$ cat src/design/mvhe_pkg.sv
// Shared types and constants of the MessagePack value header encoder.
package mvhe_pkg;

   localparam int unsigned VALUE_W = 64;
   localparam int unsigned BYTE_W  = 8;
   localparam int unsigned FRAME_W = VALUE_W + BYTE_W;
   localparam int unsigned CNT_W   = 4;

   typedef enum logic [3:0] {
      ACT_NIL   = 4'd0,
      ACT_MAP   = 4'd1,
      ACT_ARRAY = 4'd2,
      ACT_UINT  = 4'd3,
      ACT_SINT  = 4'd4,
      ACT_F32   = 4'd5,
      ACT_F64   = 4'd6,
      ACT_STR   = 4'd7,
      ACT_BIN   = 4'd8,
      ACT_RAW   = 4'd9
   } act_type;

   localparam logic [7:0] MK_NIL      = 8'hc0;
   localparam logic [7:0] MK_FIXMAP   = 8'h80;
   localparam logic [7:0] MK_MAP16    = 8'hde;
   localparam logic [7:0] MK_MAP32    = 8'hdf;
   localparam logic [7:0] MK_FIXARRAY = 8'h90;
   localparam logic [7:0] MK_ARRAY16  = 8'hdc;
   localparam logic [7:0] MK_ARRAY32  = 8'hdd;
   localparam logic [7:0] MK_UINT8    = 8'hcc;
   localparam logic [7:0] MK_UINT16   = 8'hcd;
   localparam logic [7:0] MK_UINT32   = 8'hce;
   localparam logic [7:0] MK_UINT64   = 8'hcf;
   localparam logic [7:0] MK_INT8     = 8'hd0;
   localparam logic [7:0] MK_INT16    = 8'hd1;
   localparam logic [7:0] MK_INT32    = 8'hd2;
   localparam logic [7:0] MK_INT64    = 8'hd3;
   localparam logic [7:0] MK_FLOAT32  = 8'hca;
   localparam logic [7:0] MK_FLOAT64  = 8'hcb;
   localparam logic [7:0] MK_FIXSTR   = 8'ha0;
   localparam logic [7:0] MK_STR8     = 8'hd9;
   localparam logic [7:0] MK_STR16    = 8'hda;
   localparam logic [7:0] MK_STR32    = 8'hdb;
   localparam logic [7:0] MK_BIN8     = 8'hc4;
   localparam logic [7:0] MK_BIN16    = 8'hc5;
   localparam logic [7:0] MK_BIN32    = 8'hc6;

   // One decoded item: the bytes to send, first byte at the top of the frame.
   typedef struct packed {
      logic                 emit;
      logic [CNT_W-1:0]     count;
      logic [FRAME_W-1:0]   frame;
   } dec_type;

endpackage

$ cat src/design/mvhe_decode.sv
// Form selection and byte frame assembly for one encoder item.
module mvhe_decode (
   input  mvhe_pkg::act_type         act,
   input  logic [63:0]               value,
   output mvhe_pkg::dec_type         dec
);
   import mvhe_pkg::*;

   logic [31:0] len;
   logic [7:0]  marker;
   logic [3:0]  nbytes;
   logic        emit;

   assign len = value[31:0];

   always_comb begin
      marker = MK_NIL;
      nbytes = 4'd0;
      emit   = 1'b1;
      case (act)
         ACT_NIL: begin
            marker = MK_NIL;
         end
         ACT_MAP: begin
            if (len[31:4] == '0) begin
               marker = MK_FIXMAP | {4'h0, len[3:0]};
            end else if (len[31:16] == '0) begin
               marker = MK_MAP16;
               nbytes = 4'd2;
            end else begin
               marker = MK_MAP32;
               nbytes = 4'd4;
            end
         end
         ACT_ARRAY: begin
            if (len[31:4] == '0) begin
               marker = MK_FIXARRAY | {4'h0, len[3:0]};
            end else if (len[31:16] == '0) begin
               marker = MK_ARRAY16;
               nbytes = 4'd2;
            end else begin
               marker = MK_ARRAY32;
               nbytes = 4'd4;
            end
         end
         ACT_UINT, ACT_SINT: begin
            if (act == ACT_SINT && value[63]) begin
               if (&value[63:7]) begin
                  marker = MK_INT8;
                  nbytes = 4'd1;
               end else if (&value[63:15]) begin
                  marker = MK_INT16;
                  nbytes = 4'd2;
               end else if (&value[63:31]) begin
                  marker = MK_INT32;
                  nbytes = 4'd4;
               end else begin
                  marker = MK_INT64;
                  nbytes = 4'd8;
               end
            end else if (value[63:8] == '0) begin
               marker = MK_UINT8;
               nbytes = 4'd1;
            end else if (value[63:16] == '0) begin
               marker = MK_UINT16;
               nbytes = 4'd2;
            end else if (value[63:32] == '0) begin
               marker = MK_UINT32;
               nbytes = 4'd4;
            end else begin
               marker = MK_UINT64;
               nbytes = 4'd8;
            end
         end
         ACT_F32: begin
            marker = MK_FLOAT32;
            nbytes = 4'd4;
         end
         ACT_F64: begin
            marker = MK_FLOAT64;
            nbytes = 4'd8;
         end
         ACT_STR: begin
            if (len[31:5] == '0) begin
               marker = MK_FIXSTR | {3'b000, len[4:0]};
            end else if (len[31:8] == '0) begin
               marker = MK_STR8;
               nbytes = 4'd1;
            end else if (len[31:16] == '0) begin
               marker = MK_STR16;
               nbytes = 4'd2;
            end else begin
               marker = MK_STR32;
               nbytes = 4'd4;
            end
         end
         ACT_BIN: begin
            if (len[31:8] == '0) begin
               marker = MK_BIN8;
               nbytes = 4'd1;
            end else if (len[31:16] == '0) begin
               marker = MK_BIN16;
               nbytes = 4'd2;
            end else begin
               marker = MK_BIN32;
               nbytes = 4'd4;
            end
         end
         ACT_RAW: begin
            marker = value[7:0];
         end
         default: begin
            emit = 1'b0;
         end
      endcase
   end

   // The operand bytes follow the marker, most significant first.
   always_comb begin
      dec.emit  = emit;
      dec.count = emit ? (nbytes + 4'd1) : '0;
      case (nbytes)
         4'd1:    dec.frame = {marker, value[7:0],  56'h0};
         4'd2:    dec.frame = {marker, value[15:0], 48'h0};
         4'd4:    dec.frame = {marker, value[31:0], 32'h0};
         4'd8:    dec.frame = {marker, value};
         default: dec.frame = {marker, 64'h0};
      endcase
   end

endmodule

$ cat src/design/msgpack_value_header_encoder.sv
// Top level of the MessagePack value header encoder: input register, decode and byte serialiser.
//
//   channel | direction | handshake            | payload
//   --------+-----------+----------------------+-------------------------------
//   req     | in        | req_valid/req_stall  | req_action[3:0], req_value[63:0]
//   rsp     | out       | rsp_valid/rsp_stall  | rsp_out_byte[7:0], rsp_last
//
// An item accepted on req is held in an input register, decoded in the following cycle
// and loaded into the serialiser once that can take it; the serialiser's top byte is the
// rsp register, so the first byte is offered from it after the input register.
// An item produces one to nine bytes at one byte per cycle while rsp is not stalled, so
// it occupies the single byte output lane until its final byte; items with an unused
// action code produce no byte and leave the input register without being loaded.
// The next item is loaded while the final byte of the previous one is transferred, so
// single-byte items flow at one per cycle while rsp is not stalled.
// Reset clears the input valid flag and the serialiser byte count only.
// A stall on rsp holds the current byte; once the input register is also full, req is
// stalled until the serialiser can take its item.
module msgpack_value_header_encoder (
   input  logic        clock,
   input  logic        reset,

   input  logic        req_valid,
   output logic        req_stall,
   input  logic [3:0]  req_action,
   input  logic [63:0] req_value,

   output logic        rsp_valid,
   input  logic        rsp_stall,
   output logic [7:0]  rsp_out_byte,
   output logic        rsp_last
);
   import mvhe_pkg::*;

   // Input register.
   logic               in_vld_ff, in_vld_in;
   act_type            in_act_ff;
   logic [63:0]        in_value_ff;

   // Serialiser: remaining byte count and the bytes still to send, next at the top.
   logic [CNT_W-1:0]   ser_cnt_ff, ser_cnt_in;
   logic [FRAME_W-1:0] ser_frame_ff, ser_frame_in;

   dec_type            dec;
   logic               req_xfer;
   logic               ser_free;
   logic               load_ser;
   logic               consume_in;

   mvhe_decode u_decode (
      .act   (in_act_ff),
      .value (in_value_ff),
      .dec   (dec)
   );

   // The serialiser can take a new item when it is empty, or when its final byte
   // is being transferred in this cycle.
   assign ser_free   = (ser_cnt_ff == '0) || ((ser_cnt_ff == CNT_W'(1)) && !rsp_stall);
   assign load_ser   = in_vld_ff && dec.emit && ser_free;
   assign consume_in = in_vld_ff && (!dec.emit || ser_free);
   assign req_stall  = in_vld_ff && !consume_in;
   assign req_xfer   = req_valid && !req_stall;

   always_comb begin
      in_vld_in = in_vld_ff;
      if (req_xfer) begin
         in_vld_in = 1'b1;
      end else if (consume_in) begin
         in_vld_in = 1'b0;
      end
   end

   always_comb begin
      ser_cnt_in   = ser_cnt_ff;
      ser_frame_in = ser_frame_ff;
      if (load_ser) begin
         ser_cnt_in   = dec.count;
         ser_frame_in = dec.frame;
      end else if ((ser_cnt_ff != '0) && !rsp_stall) begin
         ser_cnt_in   = ser_cnt_ff - CNT_W'(1);
         ser_frame_in = {ser_frame_ff[FRAME_W-BYTE_W-1:0], {BYTE_W{1'b0}}};
      end
   end

   always_ff @(posedge clock) begin
      if (reset) begin
         in_vld_ff  <= 1'b0;
         ser_cnt_ff <= '0;
      end else begin
         in_vld_ff  <= in_vld_in;
         ser_cnt_ff <= ser_cnt_in;
      end
   end

   always_ff @(posedge clock) begin
      if (req_xfer) begin
         in_act_ff   <= act_type'(req_action);
         in_value_ff <= req_value;
      end
      ser_frame_ff <= ser_frame_in;
   end

   assign rsp_valid    = (ser_cnt_ff != '0);
   assign rsp_out_byte = ser_frame_ff[FRAME_W-1 -: BYTE_W];
   assign rsp_last     = (ser_cnt_ff == CNT_W'(1));

`ifndef SYNTHESIS
   a_count_range: assert property (@(posedge clock) disable iff (reset)
      ser_cnt_ff <= CNT_W'(9))
      else $error("serialiser byte count out of range");

   a_load_shows: assert property (@(posedge clock) disable iff (reset)
      load_ser |=> rsp_valid)
      else $error("loaded item did not reach the output");

   a_no_overwrite: assert property (@(posedge clock) disable iff (reset)
      req_xfer |-> (!in_vld_ff || consume_in))
      else $error("input register overwritten before it was consumed");

   a_no_gap: assert property (@(posedge clock) disable iff (reset)
      (rsp_valid && !rsp_stall && !rsp_last) |=> rsp_valid)
      else $error("item bytes interrupted before the final byte");
`endif

endmodule

$ cat config.mk
export PLATFORM = sky130hd
export DESIGN_NAME = msgpack_value_header_encoder
export DESIGN_NICKNAME = d
export VERILOG_FILES = /design/src/design/mvhe_pkg.sv /design/src/design/mvhe_decode.sv /design/src/design/msgpack_value_header_encoder.sv
export SDC_FILE = /design/constraint.sdc
export NUM_CORES = 1
export LEC_CHECK = 0
export BUFFER_PORTS_ARGS = -buffer_cell sky130_fd_sc_hd__buf_4
export CELL_PAD_IN_SITES_DETAIL_PLACEMENT = 0
export CELL_PAD_IN_SITES_GLOBAL_PLACEMENT = 1
export CORE_MARGIN = 2
export CORE_UTILIZATION = 42
export DETAILED_ROUTE_END_ITERATION = 12
export PLACE_DENSITY_LB_ADDON = 0.1
export SLEW_MARGIN = 25
export SYNTH_ARGS = -nofsm -noshare
export SYNTH_HDL_FRONTEND = slang
export SYNTH_HIERARCHICAL = 1
export SYNTH_SLANG_ARGS = --single-unit
$ cat constraint.sdc
create_clock -name clock -period 5.4 [get_ports clock]
set_input_delay 1.08 -clock clock [delete_from_list [all_inputs] [get_ports clock]]
set_output_delay 1.08 -clock clock [all_outputs]
set_load 0.05 [all_outputs]
After elaboration in Yosys (flattened, before gate mapping):

Cells that the tools add are included.

* register bits after elaboration: 145
* input port bits: 72
* output and inout port bits: 11
* logic and storage cells: 91

* add/subtract/negate cells: 2
* equality and inequality tests: 14
* mux-type cells: 38
* reduce and logical (&&, ||, !) cells: 32

Operators by type and width (count)
* 64-bit one-hot mux with 4 select lines: 1
* 72-bit two-way mux: 2
* 8-bit two-way mux: 10
* 8-bit one-hot mux with 8 select lines: 1
* 57-bit AND reduction: 1
* 56-bit logical NOT: 1
* 49-bit AND reduction: 1
* 48-bit logical NOT: 1
* 4-bit two-way mux: 12
* 33-bit AND reduction: 1
* 32-bit logical NOT: 1
* 28-bit logical NOT: 1
* 27-bit logical NOT: 1
* 24-bit logical NOT: 1
* 4-bit one-hot mux with 6 select lines: 1
* 4-bit by 3-bit equality test with 1-bit output (second input constant): 5
* 16-bit logical NOT: 1
* 4-bit by 1-bit equality test with 1-bit output (second input constant): 3
* 4-bit by 2-bit equality test with 1-bit output (second input constant): 3
* 4-bit equality test (second input constant): 3
* 10-bit OR reduction: 1
* 1-bit logical AND: 8
* 4-bit logical NOT: 2
* 1-bit two-way mux: 8
* 9 further kinds: 16

Longest topological paths before layout:

* depth in word-level cells: 11
* mapped depth: 12
* mapped depth without buffers: 9

Cells and area by module:

Netlist, hierarchy kept.

By module, submodules not included
* msgpack_value_header_encoder: instances 1, cells each 407, area an instance 5492.8 um^2, sequential area each 4304.1 um^2
* mvhe_decode: instances 1, cells each 268, area an instance 1642.8 um^2, sequential area each 0.0 um^2

Worst setup path after synthesis:

OpenSTA, ideal clock, no wires.

* kind: input-to-reg
* start point: in rsp_stall
* end point: reg in_act_ff[0] (enable)
* data arrival time: 4.849 ns
* data required time: 4.865 ns
* slack: 0.017 ns
* stages: 3
* cells stage by stage: nor2b_1 -> o21ai_0 -> a31oi_1

* longest elaborated chain between the ends: 9

Ends and longest elaborated chain
* start, declared: line msgpack_value_header_encoder.sv:29 `input logic rsp_stall,`
* 1-bit logical NOT: line msgpack_value_header_encoder.sv:58 `assign ser_free = (ser_cnt_ff == '0) || ((ser_cnt_ff == CNT_W'(1)) && !rsp_stall);`
* 1-bit logical AND: line msgpack_value_header_encoder.sv:58
* 1-bit logical OR: line msgpack_value_header_encoder.sv:58
* 1-bit logical OR: line msgpack_value_header_encoder.sv:60 `assign consume_in = in_vld_ff && (!dec.emit || ser_free);`
* 1-bit logical AND: line msgpack_value_header_encoder.sv:60
* 1-bit logical NOT: line msgpack_value_header_encoder.sv:61 `assign req_stall = in_vld_ff && !consume_in;`
* 1-bit logical AND: line msgpack_value_header_encoder.sv:61
* 1-bit logical NOT: line msgpack_value_header_encoder.sv:62 `assign req_xfer = req_valid && !req_stall;`
* 1-bit logical AND: line msgpack_value_header_encoder.sv:62
* end signal, assigned: line msgpack_value_header_encoder.sv:97 `in_act_ff <= act_type'(req_action);`
* end, declared: line msgpack_value_header_encoder.sv:37 `act_type in_act_ff;`

Every way passes these cells.
A chain may end at the register's enable or synchronous reset.

==> metrics.txt <==
Clock Sinks 145; Avg WL per Cell 20.6 microns; Die ar. 18,000 sq um; Synth Area per Inst 10.6 sq um; Setup-failing EPs final 0; PwrDens 483 nW/um^2; GR Overflow Total 0; worst hold path class flip-flop to flip-flop; number of H-tree levels 4; crit-path max FO 36; Critical path origin in_act_ff[2]; mux share of post-synthesis cell area 0.00491; area leader, netlist edfxtp_1; Core Region 16,600 sq um; hpwl dp 13,700 microns; Synth-to-Final Area Change 18.1%; CTS tree built; hold path startpoint ser_frame_ff[1]; register area 4300 sq um; setup_tns 0 ns; fin nets 813; Detail Route Antenna Nets 0; reg-to-reg startpoint in_act_ff[2]; vias in the first global route 5,172; Initial Util 0.430; Worst-path clk slew 0.07 ns; max-slew violations 0; Num CTS Buffers 17; combinational family with the most area after synthesis simple AND/OR/NAND/NOR gates; max capacitance violation total 0; final period utilization 0.645; Post-synth top cells nand2_1, edfxtp_1, and2_1; Leak 0.00334 uW; status finished, final reports clean; CTS resizes 0; first-pass GRT wire length 30,200 microns; Post-Route WL 20,000 microns; Syn Nets 750; Worst-Skew Late Latency 0.42 ns; Chip Height 134 microns; Slew @ Worst Pin 0.951 ns; PortBufs 82; via count 5,369; multi-input combinational cell area 2600 sq um; clock skew 0.00887 ns; post-synthesis sequential element count 145; # diodes 0; Synth Cell Area 7140 sq um; number of synthesized flops with an enable pin 140; fraction of registers with async set/reset 0; clk buf depth 2; Post-Layout Cell Count 971; worst relative slew slack 0.366; largest net degree at the start of global routing 77; post-synthesis sequential area ratio 0.603; WS Path Type flip-flop to flip-flop; dpl cells 939; Synth Area in Simple Gates 0.245; Die X-Extent 134 microns; Initial DRC Count 503; drt first pass iters 5; top_reg_cell synth edfxtp_1; Placer Congestion 0.894; synth unique cells 60; All-Layer GR Usage 0.225; top-area cell type share of the netlist area 0.589; CTS Hold Bufs 0; XOR/XNOR Fraction of Synth Area 0; drt via density 5.53; endpoint class of the critical path flip-flop; Startpoint Class flip-flop; Synth Warn # 6; area share of fa/ha/maj cells after synthesis 0.00666; Final min period 3.48 ns; final number of hold-violating endpoints 0; fillers 1,524; Critical Path AT 3.76 ns; initial antenna violation count 0; Max VDD drop 0.000475 V; Clock Tree Root clkbuf_16; compound-gate portion of the synthesized area 0.100; Req. time, crit path 5.67 ns; Synth area leaders edfxtp_1, nand2_1, and2_1; fraction of layout cells with a size suffix above 1 0.188; num ports 83; most common cell in the netlist nand2_1; post-synthesis instance total 675; row cnt 47; postcts setup bufs 0; Peak Freq 287 MHz; RSZ-0062 raised after global routing no; # DRC 0
==> cells in the final DEF (no fill, tap or decap), types with 2 or more instances in the layout <==
master and count:
a211o_1 2, a21boi_0 2, a21oi_1 11, a22o_1 15, a22oi_1 23, a22oi_2 2, and2_1 40, and3_1 3
buf_4 86, clkbuf_16 17, clkinv_2 3, clkinvlp_4 3, dfxtp_1 5, edfxtp_1 140, ha_1 3, inv_1 13
inv_6 5, inv_8 3, mux2i_1 2, nand2_1 237, nand2b_1 5, nand3_1 12, nand3b_1 6, nand4_1 16
nor2_1 13, nor2b_1 8, nor3_1 4, nor4_1 17, o211ai_1 4, o21ai_0 11, o21ai_1 2, or3_1 4
==> area by class of cell <==
class,instances,share of cell area
Clock buffer,17,0.0505
Clock inverter,15,0.0147
Inverter,14,0.00653
Multi-Input combinational cell,474,0.308
Sequential cell,145,0.511
Tap cell,220,0.0327
Timing Repair Buffer,86,0.0766
==> report_power, final <==
group	switching, uW	internal, uW
logic	724	330
registers	191	1720
clock network	502	601
==> layer usage <==
| metal | up-vias | global-route usage | routed length (microns) |
|---|---|---|---|
| li1 | 2533 | - | - |
| met4 | 0 | 0.0725 | 342 |
| met1 | 2580 | 0.339 | 9520 |
| met2 | 230 | 0.329 | 8760 |
| met3 | 26 | 0.0404 | 1340 |
| met5 | - | 0 | 0 |
==> critical path: stages, from the launching register on <==
cell and delay [ns]:
edfxtp_1 0.66, nor2b_1 0.30, and3_1 0.28, and3_1 0.19, a211o_1 0.31, a21oi_4 0.64
buf_4 0.47, a22oi_1 0.18, nand2_1 0.12, nand2_1 0.05, nand2_1 0.12
==> worst paths after layout <==
kind / slack, ns / cells after the start / endpoint
setup reg to reg: 1.92 / 10 / ser_frame_ff[60]
setup / recovery: 1.92 / 10 / ser_frame_ff[60]
hold / removal: 0.51 / 2 / ser_frame_ff[9]
hold reg to reg: 0.51 / 2 / ser_frame_ff[9]
==> kinds of logic (layout without fill, tap and decap cells) <==
logic type / Yosys count / in the layout
simple gates: 375 / 375
flops: 145 / 145
compound gates: 92 / 92
buf+inv: 56 / 132
fa+ha+maj: 4 / 4
mux: 3 / 3
==> sequential cells by signal, summed over array words and instances (netlist names) <==
signal	cells
ser_frame_ff	72
in_value_ff	64
in_act_ff	4
ser_cnt_ff	4
in_vld_ff	1
==> stage by stage <==
step           cell area [sq um]  utilization  power [uW]  setup WS (ns)  hold WS, ns
6_report                    8430        0.508        4070           1.92        0.514
5_1_grt                     8430        0.508        4270           1.67        0.530
4_1_cts                     8420        0.508        4100           1.74        0.519
3_5_place_dp                7870        0.475        3000           1.99        0.503
3_3_place_gp                7870        0.474        2980           1.95        0.494
2_1_floorplan               7140            -        2640         0.0166        0.491
No activity file was read; power rests on OpenSTA's default activity.
